[config.mk]
export PLATFORM = sky130hd
export DESIGN_NAME = line_filtered_substring_matcher_unit
export DESIGN_NICKNAME = d
export VERILOG_FILES = /design/src/hdl/lfsm_pkg.sv /design/src/hdl/lfsm_front.sv /design/src/hdl/lfsm_cmd_fifo.sv /design/src/hdl/lfsm_back.sv /design/src/hdl/line_filtered_substring_matcher_unit.sv
export SDC_FILE = /design/constraint.sdc
export NUM_CORES = 2
export LEC_CHECK = 0
export BUFFER_PORTS_ARGS = -buffer_cell sky130_fd_sc_hd__buf_4
export CAP_MARGIN = 10
export CELL_PAD_IN_SITES_DETAIL_PLACEMENT = 1
export CELL_PAD_IN_SITES_GLOBAL_PLACEMENT = 1
export CORE_AREA = 8 8 399 401
export DETAILED_ROUTE_END_ITERATION = 8
export DIE_AREA = 0 0 407 409
export PLACE_DENSITY_LB_ADDON = 0.15
export SLEW_MARGIN = 20
export SYNTH_ARGS = -nofsm -noshare
export SYNTH_HDL_FRONTEND = slang
export SYNTH_SLANG_ARGS = --single-unit
[constraint.sdc]
create_clock -name clk -period 19.8 [get_ports clk]
set_clock_uncertainty 0.05 [all_clocks]
set_input_delay 0 -clock clk [delete_from_list [all_inputs] [get_ports clk]]
set_output_delay 0 -clock clk [all_outputs]
set_load 0.05 [all_outputs]
[src/hdl/lfsm_pkg.sv]
package lfsm_pkg;

  // Query register file holds sixteen bytes (two 64-bit words).
  localparam int QUERY_BYTES = 16;
  localparam int QUERY_W     = 8 * QUERY_BYTES;

  // Release counts never exceed sixteen queued starts.
  localparam int REL_W = 5;

  // Widest start-ring address (ring is at most 32 entries).
  localparam int RING_AW_MAX = 5;

  // Command queue between front and back.
  localparam int CMD_DEPTH = 4;
  localparam int CMD_AW    = 2;

  // Configuration register indexes.
  localparam logic [1:0] CFG_QUERY_LENGTH = 2'd0;
  localparam logic [1:0] CFG_QUERY_LOW    = 2'd1;
  localparam logic [1:0] CFG_QUERY_HIGH   = 2'd2;
  localparam logic [1:0] CFG_CASE_SENS    = 2'd3;

  // Character codes.
  localparam logic [7:0] CH_AT    = 8'h40;
  localparam logic [7:0] CH_SPACE = 8'h20;
  localparam logic [7:0] CH_TAB   = 8'h09;
  localparam logic [7:0] CH_CR    = 8'h0d;
  localparam logic [7:0] CH_LF    = 8'h0a;
  localparam logic [7:0] CH_UP_A  = 8'h41;
  localparam logic [7:0] CH_UP_Z  = 8'h5a;
  localparam logic [7:0] CASE_GAP = 8'h20;

  // One command per input byte that produces results.
  typedef struct packed {
    logic [15:0]      node;
    logic             ovf;
    logic [REL_W-1:0] rel_count;  // queued starts to release, oldest first
    logic             direct;     // one more match after the released ones
    logic [31:0]      start;      // start offset of the direct match
  } cmd_t;

  // Write port into the start ring.
  typedef struct packed {
    logic                   we;
    logic [RING_AW_MAX-1:0] addr;
    logic [31:0]            data;
  } ring_wr_t;

  function automatic logic [7:0] fold_byte(input logic [7:0] c, input logic fold);
    logic [7:0] r;
    r = c;
    if (fold && (c inside {[CH_UP_A:CH_UP_Z]})) r = c + CASE_GAP;
    return r;
  endfunction

endpackage

[src/hdl/lfsm_front.sv]
module lfsm_front
  import lfsm_pkg::*;
#(
  parameter int MAX_QUERY  = 16,
  parameter int QUEUE_CAP  = 16,
  parameter int RING_DEPTH = 32,
  parameter int RING_AW    = 5
) (
  input  logic               clk,
  input  logic               rst,
  input  logic               in_valid,
  output logic               in_ready,
  input  logic [7:0]         text_byte,
  input  logic [31:0]        source_offset,
  input  logic [15:0]        node_number,
  input  logic               node_first,
  input  logic               node_final,
  input  logic [4:0]         query_length,
  input  logic [QUERY_W-1:0] query_vec,
  input  logic               exact_cmp,
  input  logic [RING_AW:0]   rd_ptr,
  input  logic               cmd_full,
  output logic               cmd_push,
  output cmd_t               cmd_data,
  output ring_wr_t           ring_wr
);

  localparam int FILL_W = $clog2(MAX_QUERY + 1);
  localparam int PC_W   = $clog2(QUEUE_CAP + 1);
  localparam int PTR_W  = RING_AW + 1;

  localparam logic [1:0] CLASS_BLANKS  = 2'd0;
  localparam logic [1:0] CLASS_TEXT    = 2'd1;
  localparam logic [1:0] CLASS_COMMAND = 2'd2;

  logic [7:0]        window [MAX_QUERY];
  logic [FILL_W-1:0] fill;
  logic [1:0]        line_class;
  logic [PC_W-1:0]   pending_count;
  logic              overflow_seen;
  logic [PTR_W-1:0]  base;   // first uncommitted ring slot

  logic [7:0]        win_new [MAX_QUERY];
  logic [FILL_W-1:0] fill_new;
  logic [1:0]        class0, class1;
  logic [PC_W-1:0]   pc0, pc1, pc2;
  logic              ov0, ov2;
  logic              is_lf, is_blank, ends_line, to_text, to_cmd;
  logic              hit, len_ok, enq;
  logic [MAX_QUERY-1:0] pos_ok;
  logic [REL_W-1:0]  rel;
  logic              direct;
  logic [31:0]       start;
  logic [PTR_W-1:0]  wr_ptr, ring_used;
  logic              accept;

  function automatic logic [7:0] qbyte_at(input logic [QUERY_W-1:0] q,
                                          input logic [4:0] len, input int j);
    int idx;
    logic [7:0] r;
    idx = int'(len) - 1 - j;
    r = '0;
    if (idx >= 0 && idx < QUERY_BYTES) r = q[idx*8 +: 8];
    return r;
  endfunction

  assign ring_used = (base + PTR_W'(pending_count)) - rd_ptr;
  assign in_ready  = !cmd_full && (ring_used != PTR_W'(RING_DEPTH));
  assign accept    = in_valid && in_ready;

  always_comb begin
    class0    = node_first ? CLASS_BLANKS : line_class;
    pc0       = node_first ? '0 : pending_count;
    ov0       = node_first ? 1'b0 : overflow_seen;
    is_lf     = (text_byte == CH_LF);
    is_blank  = (text_byte inside {CH_SPACE, CH_TAB, CH_CR});
    ends_line = is_lf || node_final;

    // window after this byte, newest at index 0
    win_new[0] = text_byte;
    for (int k = 1; k < MAX_QUERY; k++) win_new[k] = window[k-1];
    if (node_first)                      fill_new = FILL_W'(1);
    else if (fill == FILL_W'(MAX_QUERY)) fill_new = fill;
    else                                 fill_new = fill + FILL_W'(1);

    // compare against the query laid out newest-last
    len_ok = (query_length != 5'd0) && ({2'b00, query_length} <= 7'(MAX_QUERY)) &&
             (7'(fill_new) >= {2'b00, query_length});
    for (int j = 0; j < MAX_QUERY; j++) begin
      pos_ok[j] = (7'(j) >= {2'b00, query_length}) ||
                  (fold_byte(win_new[j], !exact_cmp) ==
                   fold_byte(qbyte_at(query_vec, query_length, j), !exact_cmp));
    end
    hit   = !is_lf && len_ok && (&pos_ok);
    start = source_offset - {27'd0, query_length} + 32'd1;

    // classification
    to_text = !is_lf && (class0 == CLASS_BLANKS) && !is_blank && (text_byte != CH_AT);
    to_cmd  = !is_lf && (class0 == CLASS_BLANKS) && !is_blank && (text_byte == CH_AT);
    class1  = to_text ? CLASS_TEXT : (to_cmd ? CLASS_COMMAND : class0);
    pc1     = (to_text || to_cmd) ? '0 : pc0;

    enq = hit && (class1 == CLASS_BLANKS) && (pc1 != PC_W'(QUEUE_CAP));
    ov2 = ov0 || (hit && (class1 == CLASS_BLANKS) && (pc1 == PC_W'(QUEUE_CAP)));
    pc2 = enq ? pc1 + PC_W'(1) : pc1;

    direct = hit && (class1 == CLASS_TEXT);
    rel    = '0;
    if (is_lf) begin
      if (class0 == CLASS_BLANKS) rel = REL_W'(pc0);
    end else if (to_text) begin
      rel = REL_W'(pc0);
    end else if (node_final && class1 == CLASS_BLANKS) begin
      rel = REL_W'(pc2);
    end

    wr_ptr = base + PTR_W'(pc1);
  end

  assign cmd_push           = accept && ((rel != '0) || direct);
  assign cmd_data.node      = node_number;
  assign cmd_data.ovf       = is_lf ? ov0 : ov2;
  assign cmd_data.rel_count = rel;
  assign cmd_data.direct    = direct;
  assign cmd_data.start     = start;

  assign ring_wr.we   = accept && enq;
  assign ring_wr.addr = RING_AW_MAX'(wr_ptr[RING_AW-1:0]);
  assign ring_wr.data = start;

  always_ff @(posedge clk) begin
    if (rst) begin
      fill          <= '0;
      line_class    <= CLASS_BLANKS;
      pending_count <= '0;
      overflow_seen <= 1'b0;
      base          <= '0;
    end else if (accept) begin
      base <= base + PTR_W'(rel);
      if (ends_line) begin
        fill          <= '0;
        line_class    <= CLASS_BLANKS;
        pending_count <= '0;
        overflow_seen <= 1'b0;
      end else begin
        fill          <= fill_new;
        line_class    <= class1;
        pending_count <= pc2;
        overflow_seen <= ov2;
      end
    end
  end

  always_ff @(posedge clk) begin
    if (accept && !is_lf) begin
      for (int k = 0; k < MAX_QUERY; k++) window[k] <= win_new[k];
    end
  end

`ifndef SYNTHESIS
  a_pending_cap : assert property (@(posedge clk) disable iff (rst)
    pending_count <= PC_W'(QUEUE_CAP))
    else $error("pending count above queue capacity");
  a_ring_bound : assert property (@(posedge clk) disable iff (rst)
    ring_used <= PTR_W'(RING_DEPTH))
    else $error("start ring overrun");
`endif

endmodule

[src/hdl/lfsm_cmd_fifo.sv]
module lfsm_cmd_fifo
  import lfsm_pkg::*;
(
  input  logic clk,
  input  logic rst,
  input  logic push,
  input  cmd_t push_data,
  output logic full,
  output cmd_t head,
  output logic head_valid,
  input  logic pop
);

  cmd_t            mem [CMD_DEPTH];
  logic [CMD_AW-1:0] wptr, rptr;
  logic [CMD_AW:0]   count;

  assign full       = (count == (CMD_AW+1)'(CMD_DEPTH));
  assign head_valid = (count != '0);
  assign head       = mem[rptr];

  always_ff @(posedge clk) begin
    if (rst) begin
      wptr  <= '0;
      rptr  <= '0;
      count <= '0;
    end else begin
      if (push) wptr <= wptr + CMD_AW'(1);
      if (pop)  rptr <= rptr + CMD_AW'(1);
      case ({push, pop})
        2'b10:   count <= count + (CMD_AW+1)'(1);
        2'b01:   count <= count - (CMD_AW+1)'(1);
        default: count <= count;
      endcase
    end
  end

  always_ff @(posedge clk) begin
    if (push) mem[wptr] <= push_data;
  end

endmodule

[src/hdl/lfsm_back.sv]
module lfsm_back
  import lfsm_pkg::*;
#(
  parameter int RING_DEPTH = 32,
  parameter int RING_AW    = 5
) (
  input  logic             clk,
  input  logic             rst,
  input  ring_wr_t         ring_wr,
  output logic [RING_AW:0] rd_ptr,
  input  cmd_t             head,
  input  logic             head_valid,
  output logic             pop,
  input  logic [4:0]       query_length,
  output logic             out_valid,
  input  logic             out_ready,
  output logic [15:0]      match_node,
  output logic [31:0]      match_start,
  output logic [4:0]       match_length,
  output logic             pending_overflow,
  output logic             last_of_run
);

  logic [31:0]      ring [RING_DEPTH];
  logic [REL_W-1:0] rel_done;
  logic             load, from_ring, emit_last;

  assign load      = head_valid && (!out_valid || out_ready);
  assign from_ring = (rel_done < head.rel_count);
  assign emit_last = from_ring ?
                     ((rel_done + REL_W'(1) == head.rel_count) && !head.direct) : 1'b1;
  assign pop       = load && emit_last;

  always_ff @(posedge clk) begin
    if (ring_wr.we) ring[ring_wr.addr[RING_AW-1:0]] <= ring_wr.data;
  end

  always_ff @(posedge clk) begin
    if (rst) begin
      out_valid <= 1'b0;
      rel_done  <= '0;
      rd_ptr    <= '0;
    end else if (load) begin
      out_valid <= 1'b1;
      rel_done  <= emit_last ? '0 : rel_done + REL_W'(1);
      if (from_ring) rd_ptr <= rd_ptr + (RING_AW+1)'(1);
    end else if (out_ready) begin
      out_valid <= 1'b0;
    end
  end

  always_ff @(posedge clk) begin
    if (load) begin
      match_node       <= head.node;
      match_start      <= from_ring ? ring[rd_ptr[RING_AW-1:0]] : head.start;
      match_length     <= query_length;
      pending_overflow <= head.ovf;
      last_of_run      <= emit_last;
    end
  end

`ifndef SYNTHESIS
  a_rel_in_range : assert property (@(posedge clk) disable iff (rst)
    head_valid |-> (rel_done < head.rel_count ||
                    (rel_done == head.rel_count && head.direct)))
    else $error("release counter past command");
  a_rel_idle : assert property (@(posedge clk) disable iff (rst)
    !head_valid |-> rel_done == '0)
    else $error("release counter busy with no command");
`endif

endmodule

[src/hdl/line_filtered_substring_matcher_unit.sv]
// Channel  Dir  Beat contents (low bit first)                     Handshake
// cfg      in   cfg_index: register, cfg_data: 64-bit value        cfg_valid/cfg_ready
// s_axis   in   tdata: text_byte, source_offset, node_number        tvalid/tready
//               tuser: node_first, tlast: node_final
// m_axis   out  tdata: match_node, match_start, match_length, pad   tvalid/tready
//               tuser: pending_overflow, tlast: last_of_run
//
// The front takes one text byte per cycle unless s_axis stalls; a byte that
// yields matches occupies the back for one result beat per match (released
// starts plus the match ending at this byte), so a line that releases N held
// matches costs N output beats. Each result's command is registered in the
// command queue, then the result in the back's output register, before tvalid rises.
// Reset is synchronous; there is no clearing pass.
// s_axis stalls when the 4-entry command queue or the start ring is full;
// m_axis back-pressure holds the back, so the queue and start ring fill. cfg_ready is always high.
module line_filtered_substring_matcher_unit
  import lfsm_pkg::*;
#(
  parameter int MAX_QUERY     = 16,
  parameter int PENDING_DEPTH = 16
) (
  input  logic        clk,
  input  logic        rst,

  input  logic        cfg_valid,
  output logic        cfg_ready,
  input  logic [1:0]  cfg_index,
  input  logic [63:0] cfg_data,

  input  logic        s_axis_tvalid,
  output logic        s_axis_tready,
  input  logic [55:0] s_axis_tdata,   // text_byte[7:0], source_offset[39:8], node_number[55:40]
  input  logic        s_axis_tuser,   // node_first
  input  logic        s_axis_tlast,   // node_final

  output logic        m_axis_tvalid,
  input  logic        m_axis_tready,
  output logic [55:0] m_axis_tdata,   // match_node[15:0], match_start[47:16],
                                      // match_length[52:48], zero[55:53]
  output logic        m_axis_tuser,   // pending_overflow
  output logic        m_axis_tlast    // last_of_run
);

  // held matches per line, capped at sixteen
  localparam int QUEUE_CAP  = (PENDING_DEPTH < 16) ? PENDING_DEPTH : 16;
  // start ring: room for one line being filled and one being drained
  localparam int RING_DEPTH = 2 ** $clog2(2 * QUEUE_CAP);
  localparam int RING_AW    = $clog2(RING_DEPTH);

  logic [4:0]  query_length;
  logic [63:0] query_bytes_low;
  logic [63:0] query_bytes_high;
  logic        exact_cmp;

  cmd_t             cmd_in, cmd_head;
  logic             cmd_push, cmd_full, cmd_valid, cmd_pop;
  ring_wr_t         ring_wr;
  logic [RING_AW:0] rd_ptr;

  logic [15:0] match_node;
  logic [31:0] match_start;
  logic [4:0]  match_length;

  assign cfg_ready = 1'b1;

  always_ff @(posedge clk) begin
    if (rst) begin
      query_length     <= '0;
      query_bytes_low  <= '0;
      query_bytes_high <= '0;
      exact_cmp        <= 1'b1;
    end else if (cfg_valid && cfg_ready) begin
      case (cfg_index)
        CFG_QUERY_LENGTH: query_length     <= cfg_data[4:0];
        CFG_QUERY_LOW:    query_bytes_low  <= cfg_data;
        CFG_QUERY_HIGH:   query_bytes_high <= cfg_data;
        CFG_CASE_SENS:    exact_cmp        <= cfg_data[0];
        default:          ;
      endcase
    end
  end

  // front: window, line class, held-match bookkeeping
  lfsm_front #(
    .MAX_QUERY (MAX_QUERY),
    .QUEUE_CAP (QUEUE_CAP),
    .RING_DEPTH(RING_DEPTH),
    .RING_AW   (RING_AW)
  ) u_front (
    .clk           (clk),
    .rst           (rst),
    .in_valid      (s_axis_tvalid),
    .in_ready      (s_axis_tready),
    .text_byte     (s_axis_tdata[7:0]),
    .source_offset (s_axis_tdata[39:8]),
    .node_number   (s_axis_tdata[55:40]),
    .node_first    (s_axis_tuser),
    .node_final    (s_axis_tlast),
    .query_length  (query_length),
    .query_vec     ({query_bytes_high, query_bytes_low}),
    .exact_cmp     (exact_cmp),
    .rd_ptr        (rd_ptr),
    .cmd_full      (cmd_full),
    .cmd_push      (cmd_push),
    .cmd_data      (cmd_in),
    .ring_wr       (ring_wr)
  );

  lfsm_cmd_fifo u_cmd_fifo (
    .clk       (clk),
    .rst       (rst),
    .push      (cmd_push),
    .push_data (cmd_in),
    .full      (cmd_full),
    .head      (cmd_head),
    .head_valid(cmd_valid),
    .pop       (cmd_pop)
  );

  // back: expands each command into result beats
  lfsm_back #(
    .RING_DEPTH(RING_DEPTH),
    .RING_AW   (RING_AW)
  ) u_back (
    .clk             (clk),
    .rst             (rst),
    .ring_wr         (ring_wr),
    .rd_ptr          (rd_ptr),
    .head            (cmd_head),
    .head_valid      (cmd_valid),
    .pop             (cmd_pop),
    .query_length    (query_length),
    .out_valid       (m_axis_tvalid),
    .out_ready       (m_axis_tready),
    .match_node      (match_node),
    .match_start     (match_start),
    .match_length    (match_length),
    .pending_overflow(m_axis_tuser),
    .last_of_run     (m_axis_tlast)
  );

  assign m_axis_tdata = {3'b000, match_length, match_start, match_node};

endmodule
Word level (Yosys, flattened, before mapping) --
Memory sizes are Yosys's and may differ from the RTL's. A register that Yosys moved wholly into a read port is not among the register bits. Cells that the tools add are included.
Cells by class: magnitude comparators 115, equality and inequality tests 34, add/subtract/negate cells 62, muxes and demuxes 82, reductions and logical operators 143, shifts and indexed selects 16
Operators with widths (count):
- 128-bit by 32-bit indexed part select with 8-bit output | 16
- 32-bit by 1-bit greater-or-equal comparator with 1-bit output (second input constant) | 16
- 32-bit by 6-bit < comparator with 1-bit output (second input constant) | 16
- 8-bit two-way mux | 48
- 8-bit by 6-bit adder with 8-bit output (second input constant) | 32
- 8-bit by 7-bit greater-or-equal comparator with 1-bit output (second input constant) | 32
- 8-bit by 7-bit <= comparator with 1-bit output (second input constant) | 32
- 32-bit by 5-bit subtractor with 32-bit output (second input constant) | 8
- 8-bit == test | 16
- 32-bit by 4-bit subtractor with 32-bit output (second input constant) | 4
- 1-bit logical AND | 101
- 5-bit two-way mux | 14
- 32-bit by 3-bit subtractor with 32-bit output (second input constant) | 2
- 4-bit by 5-bit greater-or-equal comparator with 1-bit output (first input constant) | 8
- 32-bit by 1-bit adder with 32-bit output (second input constant) | 1
- 32-bit two-way mux | 1
- 32-bit by 2-bit subtractor with 32-bit output (second input constant) | 1
- 32-bit by 5-bit subtractor with 32-bit output | 1
- 8-bit by 4-bit == test with 1-bit output (second input constant) | 3
- 1-bit logical OR | 21
- 3-bit by 5-bit greater-or-equal comparator with 1-bit output (first input constant) | 4
- 16-bit AND reduction | 1
- 5-bit by 1-bit adder with 5-bit output (second input constant) | 3
- 6-bit by 5-bit adder with 6-bit output | 2
- other kinds (31) | 69
Word-level totals: logic and storage cells 475, input port bits 129, bits in registers 227, memory bits (writable) 1372, output and inout port bits 61, memories kept 3
Memory list:
- u_back.ring | depth 32, bits a word 32, read ports 1, clocked after memory_dff 1, wr ports 1, line lfsm_back.sv:24 | logic [31:0] ring [RING_DEPTH];
- u_cmd_fifo.mem | depth 4, bits a word 55, read ports 1, clocked after memory_dff 1, wr ports 1, line lfsm_cmd_fifo.sv:14 | cmd_t mem [CMD_DEPTH];
- u_front.window | depth 16, bits a word 8, read ports 15, clocked after memory_dff 0, wr ports 16, line lfsm_front.sv:36 | logic [7:0] window [MAX_QUERY];

Longest topological paths before layout --
word-level depth 24, mapped depth 50, gate-level depth less buffers 39

Modules after synthesis --
Synthesis repeated with hierarchy kept, for this count alone.
Second synthesis, totals: cells, all modules 5314, area, all modules 78499.0 µm²
Modules (own cells, without submodules):
- lfsm_back | instances 1, area an instance 41902.7 µm², cells an instance 1905
- lfsm_front | instances 1, area an instance 22600.4 µm², cells an instance 2563
- lfsm_cmd_fifo | instances 1, area an instance 8431.8 µm², cells an instance 330
- line_filtered_substring_matcher_unit | instances 1, area an instance 5564.1 µm², cells an instance 516

Least setup slack after synthesis --
Ideal clock, no wire load.
kind register to register, from register query_length[1], to memory u_cmd_fifo.mem[0][0] (netlist name) (enable), data required time 19.332 ns, library setup time 0.418 ns, setup slack 8.658 ns, cell stages (with the launch flop) 30, arrival time 10.674 ns, cells stage by stage dfxtp_1 > buf_4 > or3_1 > clkbuf_1 > nor2_1 > inv_1 > buf_2 > buf_1 > ha_1 > clkbuf_1 > clkbuf_1 > nand2_1 > ha_1 > or4b_1 > or4_1 > nor3_2 > nor3b_1 > ha_1 > nand2b_2 > mux2i_1 > a21oi_1 > nand4_1 > nor4b_2 > o2111ai_1 > or4_1 > buf_2 > o22a_1 > o21ai_1 > o31a_4 > and2_1
RTL lines:
- from (decl) | line line_filtered_substring_matcher_unit.sv:50 | logic [4:0] query_length;
- from (signal assigned) | line line_filtered_substring_matcher_unit.sv:74 | CFG_QUERY_LENGTH: query_length <= cfg_data[4:0];
- to (decl) | line lfsm_cmd_fifo.sv:14

Worst setup path in the final report --
from register query_length[0], to memory u_back.ring[14][24] (enable)
Between the ends: longest elaborated chain between the ends 18, elaborated cells between the ends (all ways) 253, those cells by class 32 x add/sub; 82 x order compare; 16 x eq/ne; 16 x shift; 34 x mux; 73 x reduce/logical
Ends and longest elaborated chain:
- 5-bit by 1-bit subtractor with 6-bit output | line lfsm_front.sv:61 | idx = int'(len) - 1 - j;
- 32-bit by 2-bit subtractor with 32-bit output, or another cell as far along | line lfsm_front.sv:61
- 32-bit by 1-bit greater-or-equal comparator with 1-bit output / 32-bit by 6-bit < comparator with 1-bit output (equally long branches) | line lfsm_front.sv:63 | if (idx >= 0 && idx < QUERY_BYTES) r = q[idx*8 +: 8];
- 1-bit logical AND | line lfsm_front.sv:63
- 8-bit two-way mux | line lfsm_front.sv:63
- 8-bit by 7-bit greater-or-equal comparator with 1-bit output / 8-bit by 7-bit <= comparator with 1-bit output (equally long branches) | line lfsm_pkg.sv:52 | if (fold && (c inside {[CH_UP_A:CH_UP_Z]})) r = c + CASE_GAP;
- 1-bit logical AND (2 in a row) | line lfsm_pkg.sv:52
- 8-bit two-way mux | line lfsm_pkg.sv:52
- 8-bit == test | line lfsm_front.sv:91 | (fold_byte(win_new[j], !exact_cmp) ==
- 1-bit logical OR | line lfsm_front.sv:90 | pos_ok[j] = (7'(j) >= {2'b00, query_length}) ||
- 16-bit AND reduction | line lfsm_front.sv:94 | hit = !is_lf && len_ok && (&pos_ok);
- 1-bit logical AND (*) | line lfsm_front.sv:94
- 1-bit logical AND (*) (2 in a row) | line lfsm_front.sv:103 | enq = hit && (class1 == CLASS_BLANKS) && (pc1 != PC_W'(QUEUE_CAP));
- 1-bit logical AND (*) | line lfsm_front.sv:127 | assign ring_wr.we = accept && enq;
- 1-bit two-way mux (*) | line lfsm_back.sv:35 | if (ring_wr.we) ring[ring_wr.addr[RING_AW-1:0]] <= ring_wr.data;
- 1-bit two-way mux (implied by the code) (*) | line lfsm_back.sv:35
- to (decl) | line lfsm_back.sv:24
Every way passes the cells marked *; elsewhere a longest branch is shown, timed or not.

==> metrics.md <==
| Metric | Value |
|---|---|
| Worst setup SP type | flop |
| FF-to-FF path depth | 33 |
| Mapped Cells | between 5000 and 6000 |
| Async set-reset flop share out of synthesis | 0% |
| # DRC | 0 |
| Clock Latency Late Sink | ~0.83 ns |
| DR top layer | met5 |
| Area growth, synth to finish | 15.4% |
| Layout cells sized above 1 | around a fifth |
| Clock sinks | about 1600 |
| Met2 routed WL | roughly 130 mm |
| R2r setup slk | roughly 8.8 ns |
| Total track usage | about a third |
| Period Utilization, post-route | between 50% and 60% |
| EDFF count, synth | between 1000 and 1500 |
| Layout Cells excl Fill | 8049 |
| I/O Buffers | approximately 190 |
| Synth Area in Adders | 3.64% |
| Synth top area share | a little over half |
| # IOs | between 150 and 200 |
| Layout net count | 6217 |
| Slowest cell on the critical path | nor2_4 |
| CP most frequent cell | ha_1 |
| Data arrival time of the critical path | approximately 11 ns |
| Mapped Area | 78900 sq um |
| TNS Setup | 0 ns |
| Place WS | 9.13 ns |
| Final Critical Period | 10.98 ns |
| CP peak stage delay | 1.11 ns |
| Drt first pass iters | 5 |
| Cts bufs inserted | 167 |
| End point of the critical path | u_back.ring[14][24]$_DFFE_PP_ |
| Max Cap Viol | 0 |
| Largest family of logic cells by synthesized area | multiplexers |
| Via count of the first global-routing pass | between 50000 and 60000 |
| Synth area leaders | edfxtp_1, mux4_2, dfxtp_1 |
| Status | complete, no violations |
| Core area | 153000 sq um |
| Global route overflow | 0 |
| Clk slew on worst S/H paths | ~0.07 ns |
| CTS tree | built |
| Placed Instances | between 7000 and 8000 |
| Core Util, Final | between 50% and 60% |
| CTS root buffer | clkbuf_16 |
| Vias post-DR | about 52000 |
| Die Span Y | around 410 um |
| DR WL met3 | roughly 17 mm |
| Worst VDD drop | 0.000141 V |
| Global-route wire length before repair | approximately 380 mm |
| Die Width | between 400 and 500 um |
| Worst EP required | 20.16 ns |
| Final slew viol count | 0 |
| Synth area leader | edfxtp_1 |
| Largest net degree at the start of global routing | about 150 |
| Final ANT Viol Nets | 0 |
| Starting DRT DRC Count | between 5000 and 6000 |
| Worst reg2reg path startpoint | query_length[0]$_SDFFE_PP0P_ |
| Yosys warnings | 0 |
| Die area | 166000 sq um |
| Critical path endpoint category | flop |
| Rows | roughly 140 |
| Dominant synthesized flop cell | edfxtp_1 |
| Worst slew pin tran | 1.23 ns |
| Post-DR wirelength/cell | ~33 um |
| Syn avg cell area | between 10 and 15 sq um |
| FF+latch count, synth | about 1600 |
| Top cells by count, synth | edfxtp_1, nand2_1, mux4_2, a21oi_1, nor2_1 |
| Synth Area in XOR/XNOR | around 1.9% |
| Register area share after synthesis | 58.5% |
| Lkg Pwr | around 30 nW |
| Final hold vios | 0 |
| Worst min path class | in -> reg |
| CP max FO | 36 |
| Top-count cell post-synth | edfxtp_1 |
| Yosys cell types | roughly 120 |
| Initial Util | between 50% and 60% |
| Met1 Wirelength | 104 mm |
| Initial antenna violation count | 12 |
| Critical path class | reg -> reg |
| GPL Wtd Cong | 1.01 |
| Simple-gate share of the synthesized area | 8.63% |
| Vias per std cell | roughly 6.5 |
| CP Launch Point | query_length[0]$_SDFFE_PP0P_ |
| Reg2reg end | u_back.ring[14][24]$_DFFE_PP_ |
| H-Tree Depth | 4 |
| Slew headroom | 15.6% |
| Final setup violation count | 0 |
| CTS max path bufs | 3 |
| Power Density | around 89 nW/um^2 |
| RSZ-0062 raised after global routing | no |
| Hpwl dp | 184 mm |
| Final wirelength | between 200 and 300 mm |
| Final worst setup slack | between 8 and 9 ns |
| Compound-gate portion of the synthesized area | under 10% |
| Mux contribution to synthesized area | a little under a fifth |
| Achievable Freq | approximately 0.091 GHz |
| Overall power | ~8 mW |
## final cells by class
| class | instances | area, sq um |
|---|---|---|
| Fill cell | 14300 | 61900 |
| Multi-Input combinational cell | 3434 | 31500 |
| Inverter | 167 | 639 |
| Antenna cell | 2 | 5.00 |
| Timing Repair Buffer | 496 | 4460 |
| Clock inverter | 94 | 1140 |
| Clock buffer | 214 | 4520 |
| Sequential cell | 1598 | 46200 |
| Tap cell | 2044 | 2560 |
## layer usage
metal	global-route usage [%]	up-vias
li1	-	22200
met4	16.4	4
met3	4.50	510
met5	0	-
met2	51.9	2213
met1	41.0	27300
## timing repair
| action | 4_1_cts | 5_1_grt |
|---|---|---|
| setup buffers | 0 | 0 |
| endpoints found under the hold margin | 399 | 50 |
| hold buffers | 204 | 6 |
| gates resized for setup | 0 | 0 |
## sequential cells by signal (all words and copies together), names as in the netlist, 6 cells and up, named ones only
| signal | count |
|---|---|
| u_back.match_start | 32 |
| u_back.ring | 1024 |
| query_bytes_low | 64 |
| u_back.rd_ptr | 6 |
| u_cmd_fifo.mem | 220 |
| u_back.match_node | 16 |
| u_front.base | 6 |
| u_front.window | 120 |
| query_bytes_high | 64 |
## worst max-delay path: cells and delay by family (launching register included)
family                   cells  cell delay [ns]
AND/OR/NAND/NOR             16             5.64
XOR/XNOR                     1             0.17
flip-flops                   1             0.62
buffers and inverters        7             1.72
adder cells (fa/ha/maj)      5             1.43
AO/OA/AOI/OAI                4             0.85
## kinds of logic (layout without fill, tap and decap cells)
group / Yosys count / after routing
other: 2 / 6
buffers and inverters: 449 / 971
xor gates and xnor gates: 164 / 164
DFF: 1598 / 1598
adders and majority gates: 224 / 224
AOI/OAI and AO/OA: 850 / 850
and+or+nand+nor: 1388 / 1388
muxes: 804 / 804
## cell usage in the layout, fill, tap and decap left out, types with 21 or more instances in the layout
cell	count
and3_1	21
nand4_1	41
nor2_1	259
a31oi_1	27
mux4_2	489
mux2_2	78
o21ai_0	200
inv_1	155
dfxtp_1	169
nor2b_1	41
xnor2_1	91
clkbuf_16	171
edfxtp_1	1419
or3_1	23
nor3_1	75
nor2_4	38
buf_4	274
clkinv_1	29
a21oi_1	320
mux2i_1	234
nand2b_1	28
xor2_1	43
a21o_1	33
nor4b_1	25
clkinv_2	24
ha_1	214
dlygate4sd3_1	210
o21a_1	33
clkbuf_1	35
or2_2	25
nand2_1	546
nand3_1	83
a211oi_1	40
nor4_1	29
## per-stage QoR
stage | instance area [sq um] | hold WS, ns
after global routing | 91000 | 0.0132
final | 91000 | 0.00515
after global placement | 83000 | 0.153
after CTS | 90700 | 0.00161
after detailed placement | 83000 | 0.157
after floorplan | 78900 | 0.0489
## worst min path at each step
stage | startpoint | end | slack, ns | cells past startpoint
global route | cfg_data[14] | query_bytes_low[14]$_SDFFE_PP0P_ | 0.01 | 4
CTS | cfg_data[14] | query_bytes_low[14]$_SDFFE_PP0P_ | 0.002 | 4
finish | s_axis_tdata[16] | u_back.ring[17][8]$_DFFE_PP_ | 0.005 | 4
floorplan | s_axis_tdata[40] | u_cmd_fifo.mem[0][39]$_DFFE_PP_ | 0.05 | 0
global placement | s_axis_tdata[52] | u_cmd_fifo.mem[0][51]$_DFFE_PP_ | 0.15 | 1
detailed placement | s_axis_tdata[45] | u_cmd_fifo.mem[2][44]$_DFFE_PP_ | 0.16 | 1
## power breakdown
group | total, mW | internal [mW] | switching, mW | leakage [nW]
Combinational | 0.972 | 0.319 | 0.653 | 12.5
Sequential | 3.87 | 3.83 | 0.0462 | 14.3
Clock | 3.25 | 1.86 | 1.38 | 2.72
Power figures use the tool's default switching activity.
